### src/sv/integer_alu_div_mod_pow_macros.svh
// Assertion macros used by the integer ALU controller.
`ifndef INTEGER_ALU_DIV_MOD_POW_MACROS_SVH
`define INTEGER_ALU_DIV_MOD_POW_MACROS_SVH
// Implication checked on every rising clock edge outside reset.
`define IADMP_ASSERT_IMP(label, clk, rst, ante, cons, msg) \
  label: assert property (@(posedge clk) disable iff (rst) (ante) |-> (cons)) else $error(msg);
// Next-cycle implication checked outside reset.
`define IADMP_ASSERT_NEXT(label, clk, rst, ante, cons, msg) \
  label: assert property (@(posedge clk) disable iff (rst) (ante) |=> (cons)) else $error(msg);
`endif

### src/sv/iadmp_pkg.sv
// Package with operation codes, error codes and the controller command and status structs.
`default_nettype none
package iadmp_pkg;
  localparam logic [2:0] OP_ADD = 3'd0;
  localparam logic [2:0] OP_SUB = 3'd1;
  localparam logic [2:0] OP_MUL = 3'd2;
  localparam logic [2:0] OP_DIV = 3'd3;
  localparam logic [2:0] OP_MOD = 3'd4;
  localparam logic [2:0] OP_POW = 3'd5;
  localparam logic [2:0] OP_CMP = 3'd6;

  localparam logic [1:0] ERR_NONE = 2'd0;
  localparam logic [1:0] ERR_DIV0 = 2'd1;
  localparam logic [1:0] ERR_MOD0 = 2'd2;

  // Commands from the controller to the datapath.
  typedef struct packed {
    logic load;   // capture operands and set up the operation
    logic step;   // run one divider iteration or one phase of a multiplier pass
    logic finish; // form the final result into the output register
  } iadmp_cmd_t;

  // Status from the datapath back to the controller.
  typedef struct packed {
    logic iterate; // the loaded operation needs iterations
    logic last;    // the current iteration is the final one
  } iadmp_sts_t;
endpackage
`default_nettype wire

### src/sv/iadmp_ctrl.sv
// Controller state machine: sequences load, iterations, finish and output handshake.
`default_nettype none
`include "integer_alu_div_mod_pow_macros.svh"
module iadmp_ctrl (
  input  wire                        clk,
  input  wire                        rst,
  input  wire                        in_valid,
  output logic                       in_ready,
  output logic                       out_valid,
  input  wire                        out_ready,
  input  wire iadmp_pkg::iadmp_sts_t sts,
  output iadmp_pkg::iadmp_cmd_t      cmd
);
  localparam logic [1:0] S_IDLE   = 2'd0;
  localparam logic [1:0] S_DECIDE = 2'd1;
  localparam logic [1:0] S_LOOP   = 2'd2;
  localparam logic [1:0] S_FINISH = 2'd3;

  logic [1:0] state, state_next;
  logic       out_valid_next;

  // A new item is taken once the controller is idle and the output register is free or being emptied.
  assign in_ready   = !rst && (state == S_IDLE) && (!out_valid || out_ready);
  assign cmd.load   = in_valid && in_ready;
  assign cmd.step   = (state == S_LOOP);
  assign cmd.finish = (state == S_FINISH);

  always_comb begin
    state_next     = state;
    out_valid_next = out_valid && !out_ready;
    unique case (state)
      S_IDLE:   if (cmd.load) state_next = S_DECIDE;
      S_DECIDE: state_next = sts.iterate ? S_LOOP : S_FINISH;
      S_LOOP:   if (sts.last) state_next = S_FINISH;
      S_FINISH: begin
        state_next     = S_IDLE;
        out_valid_next = 1'b1;
      end
      default:  state_next = S_IDLE;
    endcase
  end

  always_ff @(posedge clk) begin
    if (rst) begin
      state     <= S_IDLE;
      out_valid <= 1'b0;
    end else begin
      state     <= state_next;
      out_valid <= out_valid_next;
    end
  end

  `IADMP_ASSERT_NEXT(a_load_decide, clk, rst, cmd.load, state == S_DECIDE, "load not followed by decide")
  `IADMP_ASSERT_NEXT(a_finish_valid, clk, rst, cmd.finish, out_valid, "finish did not raise valid")
  `IADMP_ASSERT_IMP(a_no_overwrite, clk, rst, cmd.finish, !out_valid, "result overwritten")
endmodule
`default_nettype wire

### config.mk
export PLATFORM = sky130hd
export DESIGN_NAME = iadmp_ctrl
export DESIGN_NICKNAME = d
export VERILOG_FILES = /design/src/sv/iadmp_pkg.sv /design/src/sv/iadmp_ctrl.sv
export VERILOG_INCLUDE_DIRS = /design/src /design/src/sv
export SDC_FILE = /design/constraint.sdc
export NUM_CORES = 1
export LEC_CHECK = 0
export BUFFER_PORTS_ARGS = -buffer_cell sky130_fd_sc_hd__buf_4
export CAP_MARGIN = 20
export CORE_AREA = 2 2 39 41
export CTS_BUF_LIST = sky130_fd_sc_hd__clkbuf_16
export DETAILED_ROUTE_END_ITERATION = 7
export DIE_AREA = 0 0 41 43
export SLEW_MARGIN = 20
export SYNTH_ARGS = -nofsm -noshare
export SYNTH_HDL_FRONTEND = slang
export SYNTH_SLANG_ARGS = --single-unit
### constraint.sdc
create_clock -name clk -period 1.5 [get_ports clk]
set_input_delay 0.075 -clock clk [delete_from_list [all_inputs] [get_ports clk]]
set_output_delay 0.075 -clock clk [all_outputs]
set_load 0.01 [all_outputs]
==> flow_summary_export.csv, run 1 <==
group,metric,value,unit
sta,fmax,734,MHz
layout,postLayoutCoreUtil,0.308,
sta,fin_tns_setup,0,ps
cts,path_clk_slew,30,ps
cts,root_buffer,"clkbuf_16",
drt,met3WireLength,51,microns
setup_path,critical-path-max-stage-delay,410,ps
setup_path,cp_slowest_cell,"a2111o_1",
die,rows,14,
worst_hold_path,hold_depth,2,
setup_path,rr_worst_depth,4,
die,initial_utilization,0.177,
drt,wl_met2,275,microns
drt,via_per_inst,4.14,
place,placed_area,348,sq um
power_and_ir_drop,ir_worst_vdd,0.874,mV
drt,wl_per_cell,8.89,microns
die,dieArea,0.00176,sq mm
sta,timing.final.crit_share,0.908,
global_routing,grt_remaining_overflow,0,
die,die_x,41,microns
sta,skew,2.64,ps
power_and_ir_drop,powerDensity,1920,mW/mm^2
power_and_ir_drop,leakage,0.208,nW
cts,cts_tree,"built",
cts,cts_buffers,3,
layout,nNetsFinal,53,
setup_path,critPathArrivalTime,1490,ps
setup_path,critical_path_class,"flop to flop",
place,io_buffers,10,
power_and_ir_drop,total_power,0.818,mW
cts,clock_latency,230,ps
layout,antenna_cells,0,
die,core_region_area,0.00138,sq mm
yosys,yosys_register_bits,3,
global_routing,grt_pass1_vias,227,
drt,wl_met1,165,microns
flow_run,maxCapViolations,0,
sta,maxSlewHeadroom,0.844,
die,io_pins,11,
setup_path,cp.buffers_inverters,0,
global_routing,grt_max_degree,8,
yosys,syn_area,245,sq um
yosys,netlist_instances,26,
sta,worst_slew_pin_slew,235,ps
cts,cts_setup_buffers,0,
layout,drive_above_1_share,0.366,
setup_path,path_max_fanout,3,
yosys,yosysSeqAreaShare,0.245,
sta,finalSetupViolations,0,
yosys,synth_top_area_share,0.255,
yosys,yosysWarnings,0,
cts,cts-resized-gates,0,
yosys,syn-num-nets,37,
drt,drc,0,
drt,vias,236,
sta,maxSlewViolCount,0,
sta,grt_setup_unrepaired,"false",
sta,fin_crit,1360,ps
worst_hold_path,hold_path_class,"input pin to flop",
global_routing,grt_first_pass_wirelength,862,microns
drt,highest_layer,"met4",
setup_path,critPathRequiredTime,1630,ps
yosys,synth.area.top_cells,"ha_1 (26%), dfxtp_1 (24%), nor2b_4 (5.6%)",
setup_path,cp_num_cells,4,
yosys,yosysTopAreaCell,"ha_1",
yosys,synth.distinct_cells,16,
setup_path,cp-end-kind,"flop",
cts,cts.sinks,3,
setup_path,start_kind,"flop",
die,die_h,43,microns
setup_path,cp_cell_sequence,"nor2b_4, or3b_1, a2111o_1, o31ai_1",
run_status,status,"finished, final reports clean",
drt,drt_wl_total,507,microns
global_routing,antenna_found_initial,0,
layout,syn_to_final_growth,74.0,%
yosys,synth.avg_cell_area,9.43,sq um
drt,ant_nets,0,
drt,drtIter0Drc,4,
cts,holdBufCountCts,0,
cts,cts_max_level,1,
layout,final_area,427,sq um
place,gp_congestion,0.628,
cts,clockBufferDepth,2,
setup_path,cp_top_family,"simple AND/OR/NAND/NOR gates",
global_routing,grtUsageTotal,0.0832,
sta,final_hold_viol_count,0,
drt,firstDrtPassIters,3,
==> per-layer routing <==
layer,vias up,track usage
li1,121,-
met1,104,0.0639
met2,9,0.122
met3,2,0.0785
met4,0,0.0600
met5,-,0
==> sequential cells by signal, indices dropped and copies added, names as in the netlist <==
name / flops
out_valid: 1
state: 2
==> stage by stage <==
stage | hold WS, ps | setup slack (ps) | cells
final | 62.2 | 138 | 57
after global placement | 287 | 156 | 53
after CTS | 57.4 | 115 | 57
after detailed placement | 290 | 143 | 53
after global routing | 81.5 | 28.8 | 57
after floorplan | 147 | 154 | 26
==> cells in the final DEF, fill, tap and decap left out <==
master	netlist	layout
inv_1	2	3
and2_1	1	1
a21oi_1	1	1
nor2_1	3	3
dfxtp_1	3	3
a211oi_1	1	1
o31ai_1	1	1
a2111o_1	1	1
buf_4	0	11
nor2b_1	1	1
ha_1	5	5
clkbuf_16	0	3
nand2b_1	2	2
and3_1	1	1
and3b_1	1	1
nor2b_4	1	1
mux2i_1	1	1
or3b_1	1	1
==> where the power goes <==
group	internal (mW)	switching, mW
Sequential	0.105	0.0165
Clock	0.344	0.0761
Combinational	0.143	0.133
==> cell families (layout without fill, tap and decap cells) <==
family / Yosys count / count (layout) / share of synthesized area
muxes: 1 / 1 / 0.0408
DFF: 3 / 3 / 0.245
and+or+nand+nor: 11 / 11 / 0.301
AOI/OAI and AO/OA: 4 / 4 / 0.128
adders and majority gates: 5 / 5 / 0.255
buffers and inverters: 2 / 17 / 0.0306
==> worst paths after layout <==
path,start,end,slack (ps)
worst max-delay path,out_valid,state[0],140
worst min-delay path,rst,out_valid,60
worst max register to register,out_valid,state[0],140
worst min register to register,out_valid,out_valid,590
==> layout make-up <==
class	count	area, sq um
Tap cell	16	20.0
Sequential cell	3	60.1
Fill cell	145	957
Timing Repair Buffer	11	82.6
Inverter	2	7.51
Clock inverter	1	3.75
Multi-Input combinational cell	21	178
Clock buffer	3	75.1
==> Yosys cell counts <==
cell      instances
ha_1              5
dfxtp_1           3
nor2_1            3
inv_1             2
nand2b_1          2
a2111o_1          1
a211oi_1          1
a21oi_1           1
and2_1            1
and3_1            1
and3b_1           1
mux2i_1           1
nor2b_1           1
nor2b_4           1
o31ai_1           1
or3b_1            1
==> worst register-to-register path, cell delays in order, from the launching register on <==
cell and delay (ps):
dfxtp_1 300, nor2b_4 120, or3b_1 360, a2111o_1 410
o31ai_1 70
No activity file was read; power rests on OpenSTA's default activity.
==> run 2, diff against run 1 <==
Settings changed: ABC_AREA set to 1.
==> flow_summary_export.csv, run 2 <==
group,metric,value,unit
run_status,status,"finished, final reports clean",
global_routing,grtUsageTotal,0.0832,
layout,postLayoutCoreUtil,0.318,
layout,antenna_cells,0,
yosys,synth-simple-area-share,0.343,
power_and_ir_drop,pwr-share-clk,0.474,
yosys,netlist_instances,39,
yosys,synth_top_family_by_area,"simple AND/OR/NAND/NOR gates",
cts,cts-resized-gates,0,
cts,holdBufCountCts,0,
power_and_ir_drop,switching_power,0.273,mW
drt,firstDrtPassIters,4,
yosys,synthMuxAreaShare,0,
yosys,synth-compound-area-share,0.0386,
sta,fin_tns_setup,0,ps
cts,root_buffer,"clkbuf_16",
drt,drtIter0Drc,3,
sta,timing.final.crit_share,0.893,
yosys,syn-num-nets,50,
power_and_ir_drop,powerDensity,1980,mW/mm^2
worst_hold_path,hold_path_class,"input pin to flop",
layout,final.fill_count,150,
layout,final_common_cell,"buf_4",
global_routing,met1_usage,0.0673,
yosys,synth.most_common_cell,"inv_1",
drt,vias,263,
layout,largest_register_ffs,2,
sta,maxSlewHeadroom,0.893,
die,die_h,43,microns
yosys,yosys-top-cells-count,"inv_1 (9), nand2_1 (6), nor2_1 (6)",
global_routing,grt_remaining_overflow,0,
power_and_ir_drop,seqPwrFrac,0.141,
global_routing,grt_use_met2,0.100,
sta,skew,2.29,ps
die,dieArea,0.00176,sq mm
yosys,syn_area,259,sq um
cts,clockBufferDepth,2,
sta,fin_crit,1340,ps
cts,path_clk_slew,30,ps
setup_path,critical_path_class,"flop to primary output",
global_routing,grt_first_pass_wirelength,807,microns
yosys,synthArstFlopShare,0,
sta,worst_slew_pin_slew,161,ps
global_routing,grt_pass1_vias,231,
global_routing,grt.busiest_layer,"met4",
cts,clock_latency,220,ps
sta,grt_setup_unrepaired,"false",
cts,cts_setup_buffers,0,
flow_run,maxCapViolations,0,
sta,fmax,746,MHz
die,core_region_area,0.00138,sq mm
global_routing,grt_max_degree,6,
layout,top_register,"state",
yosys,synth_top_area_share,0.242,
sta,finalSetupViolations,0,
drt,drt_wl_total,542,microns
drt,ant_nets,0,
die,io_pins,11,
cts,cts_max_level,1,
layout,mostFrequentLayoutCells,"buf_4 (11), inv_1 (10), nand2_1 (6), nor2_1 (6), ha_1 (5)",
cts,cts_buffers,3,
layout,multi_input_area,161,sq um
yosys,yosys_register_bits,3,
place,gp_congestion,0.682,
yosys,synth_adder_area_share,0.242,
die,die_x,41,microns
global_routing,met3_usage,0.0471,
sta,final_hold_viol_count,0,
die,rows,14,
drt,drc,0,
yosys,synth.distinct_cells,12,
drt,via_per_inst,3.76,
yosys,yosysSeqAreaShare,0.232,
place,io_buffers,10,
setup_path,critPathRequiredTime,1420,ps
setup_path,start_kind,"flop",
layout,top_regs,"state (2), out_valid (1)",
yosys,synth.area.top_cells,"ha_1 (24%), dfxtp_1 (23%), inv_1 (13%)",
yosys,synth.avg_cell_area,6.64,sq um
yosys,synthXorXnorAreaFrac,0,
die,initial_utilization,0.187,
setup_path,critPathArrivalTime,1270,ps
cts,cts.sinks,3,
yosys,yosysTopAreaCell,"ha_1",
yosys,synth-edff-count,0,
sta,holdWs,39.7,ps
setup_path,cp-end-kind,"primary output",
global_routing,antenna_found_initial,0,
cts,cts_tree,"built",
layout,regArea,60.1,sq um
power_and_ir_drop,switching_share,0.312,
setup_path,path_max_fanout,5,
power_and_ir_drop,ir_worst_vdd,0.637,mV
layout,syn_to_final_growth,70.0,%
sta,maxSlewViolCount,0,
place,hpwl,405,microns
power_and_ir_drop,comb_power_share,0.384,
drt,wl_per_cell,7.74,microns
sta,fin_ws,160,ps
yosys,yosysWarnings,0,
yosys,synthFlopType,"dfxtp_1",
power_and_ir_drop,intPower,0.601,mW
power_and_ir_drop,leakage,0.257,nW
place,pre_cts_slack,251,ps
layout,drive_above_1_share,0.352,
layout,nNetsFinal,66,
power_and_ir_drop,total_power,0.873,mW
==> run 2: changes by cell type in the layout (fill, tap and decap cells not counted), moves of 2 or more <==
| cell | change |
|---|---|
| inv_1 | +7 |
| nor2_1 | +3 |
| nand2b_1 | -2 |
| nand2_2 | +2 |
| nand2_1 | +6 |
| nand3_1 | +2 |
==> run 2: worst paths after layout <==
| check | startpoint | end | slack [ps] | cells after the start |
|---|---|---|---|---|
| worst min register to register | state[1] | state[1] | 560 | 2 |
| worst max-delay path | state[1] | cmd[2] | 160 | 7 |
| worst max register to register | state[1] | state[1] | 250 | 8 |
| worst min-delay path | rst | out_valid | 40 | 2 |
==> run 2: cell families after synthesis <==
group	Yosys count
adder cells (fa/ha/maj)	5
AO/OA/AOI/OAI	2
AND/OR/NAND/NOR	19
buffers and inverters	10
flip-flops	3
==> run 2: per-layer routing <==
layer	routed length, microns	up-vias	part of all wire
li1	-	145	-
met1	211	107	0.39
met2	258	9	0.48
met3	49	2	0.090
met4	23	0	0.042
met5	0	-	0
==> run 2: power by group through the flow <==
stage	sequential [mW]	combinational, mW	clock [mW]
after detailed placement	0.124	0.337	0
after global routing	0.127	0.379	0.429
after CTS	0.124	0.341	0.423
after global placement	0.122	0.337	0
after floorplan	0.130	0.223	0
final	0.123	0.336	0.414
==> run 2: area by class of cell <==
class                   instances  share of cell area
clock buffers                   3               0.170
clock inverters                 1             0.00852
inverters                      10              0.0852
multi-input cells              26               0.366
flip-flops and latches          3               0.136
well taps                      16              0.0455
repair buffers                 11               0.188
==> run 2: critical path, cell delays in order (launching register included) <==
cell and delay, ps:
dfxtp_1 380, inv_1 100, ha_1 210, inv_1 90, nor2_2 40, nand3_2 60, inv_1 40, buf_4 130
==> run 2: through the flow <==
stage                     instances  area [sq um]
after floorplan                  39           259
after global placement           66           362
after detailed placement         66           362
after CTS                        70           440
after global routing             70           440
final                            70           440
==> run 3, diff against run 2 <==
Clock period 1.5 ns to 1.3 ns, I/O delays scaled along.
==> flow_summary_export.csv, run 3 (synthesis results as in run 2) <==
group,metric,value,unit
setup_path,cp_cell_sequence,"inv_2, ha_4, inv_1, nor3_1, buf_4",
sta,skew,1.14,ps
power_and_ir_drop,ir_worst_vdd,0.439,mV
cts,cts.sinks,3,
cts,root_buffer,"clkbuf_16",
sta,fin_crit,1230,ps
global_routing,antenna_found_initial,0,
setup_path,critPathRequiredTime,1240,ps
drt,ant_nets,0,
drt,vias,270,
layout,largest_register_ffs,2,
drt,firstDrtPassIters,1,
flow_run,maxCapViolations,0,
power_and_ir_drop,switching_share,0.314,
setup_path,cp.buffers_inverters,3,
power_and_ir_drop,intPower,0.752,mW
power_and_ir_drop,total_power,1.10,mW
setup_path,cp_slowest_cell,"dfxtp_1",
place,gp_congestion,0.682,
sta,fmax,815,MHz
setup_path,critical-path-max-stage-delay,310,ps
setup_path,start_kind,"flop",
power_and_ir_drop,seqPwrFrac,0.128,
layout,layout.cells.non_filler,73,
die,rows,14,
drt,drc,0,
layout,regArea,60.1,sq um
sta,timing.final.crit_share,0.944,
cts,clock_latency,220,ps
global_routing,grt_pass1_vias,225,
layout,nNetsFinal,69,
die,initial_utilization,0.187,
setup_path,cp-end-kind,"primary output",
sta,fin_ws,72.3,ps
drt,via_per_inst,3.70,
sta,final_hold_viol_count,0,
layout,antenna_cells,0,
cts,clockBufferDepth,2,
drt,drtIter0Drc,0,
power_and_ir_drop,powerDensity,2300,mW/mm^2
global_routing,grtUsageTotal,0.0822,
run_status,status,"finished, final reports clean",
place,pre_cts_slack,84.1,ps
cts,path_clk_slew,30,ps
layout,mostFrequentLayoutCells,"buf_4 (14), inv_1 (8), nand2_1 (6), nor2_1 (6), ha_1 (4)",
layout,final_area,475,sq um
layout,top_regs,"state (2), out_valid (1)",
die,dieArea,0.00176,sq mm
layout,syn_to_final_growth,83.6,%
power_and_ir_drop,switching_power,0.344,mW
cts,cts_buffers,3,
place,hpwl,416,microns
layout,top_register,"state",
power_and_ir_drop,leakage,0.272,nW
cts,cts_tree,"built",
setup_path,critPathArrivalTime,1160,ps
sta,worst_slew_pin_slew,158,ps
place,dp_cells,67,
place,placed_area,369,sq um
cts,cts_max_level,1,
drt,wl_per_cell,7.59,microns
cts,holdBufCountCts,0,
global_routing,grt_first_pass_wirelength,869,microns
die,die_h,43,microns
layout,final_common_cell,"buf_4",
sta,maxSlewViolCount,0,
layout,drive_above_1_share,0.439,
sta,maxSlewHeadroom,0.894,
place,io_buffers,10,
global_routing,grt_remaining_overflow,0,
die,core_region_area,0.00138,sq mm
setup_path,critical_path_class,"flop to primary output",
global_routing,grt_max_degree,5,
power_and_ir_drop,comb_power_share,0.429,
layout,multi_input_area,174,sq um
die,io_pins,11,
power_and_ir_drop,pwr-share-clk,0.443,
drt,drt_wl_total,554,microns
layout,final.fill_count,136,
setup_path,path_max_fanout,3,
setup_path,cp_top_family,"flip-flops",
sta,finalSetupViolations,0,
worst_hold_path,hold_path_class,"input pin to flop",
die,die_x,41,microns
==> run 3: worst register-to-register path, stage by stage, from the launching register on <==
cell     delay (ps)
dfxtp_1         340
inv_2            70
buf_4           130
ha_1            190
inv_2            40
nand2_1          40
nor2_1           80
nand3_1          80
nand2_1          60
nor2_1           30
==> run 3: power by group through the flow <==
stage               clock network, mW  registers [mW]  logic (mW)
finish                          0.485           0.140       0.470
global route                    0.507           0.143       0.536
CTS                             0.495           0.138       0.418
detailed placement                  0           0.137       0.411
global placement                    0           0.136       0.406
floorplan                           0           0.149       0.257
==> run 3: per-stage QoR <==
stage	utilization	TNS (ps)	hold slack, ps
after global routing	0.344	-6.20	49.8
after detailed placement	0.267	0	267
after global placement	0.267	0	264
final	0.344	0	34.9
after floorplan	-	0	137
after CTS	0.325	0	33.9
==> run 3: final timing paths <==
check / from / end / slack (ps) / depth (start not counted)
worst min register to register: out_valid / out_valid / 620 / 4
worst min-delay path: rst / out_valid / 30 / 2
worst max-delay path: state[1] / in_ready / 70 / 5
worst max register to register: state[0] / state[0] / 120 / 9
==> run 3: cell type report <==
| type | instances | share of cell area |
|---|---|---|
| Clock buffer | 3 | 0.158 |
| Tap cell | 16 | 0.0421 |
| Timing Repair Buffer | 14 | 0.221 |
| Inverter | 10 | 0.0789 |
| Multi-Input combinational cell | 26 | 0.366 |
| Clock inverter | 1 | 0.00789 |
| Sequential cell | 3 | 0.126 |
==> run 3: repair_timing <==
item	CTS	global route
pin swaps	0	1
gates resized for setup	2	2
setup endpoints to repair	2	3
setup buffers	0	2
==> run 3: per-layer routing <==
| metal | track usage | wire (microns) | vias to the layer above |
|---|---|---|---|
| li1 | - | - | 151 |
| met1 | 0.0863 | 244 | 110 |
| met2 | 0.0969 | 257 | 7 |
| met3 | 0.0471 | 33 | 2 |
| met4 | 0.100 | 17 | 0 |
| met5 | 0 | 0 | - |
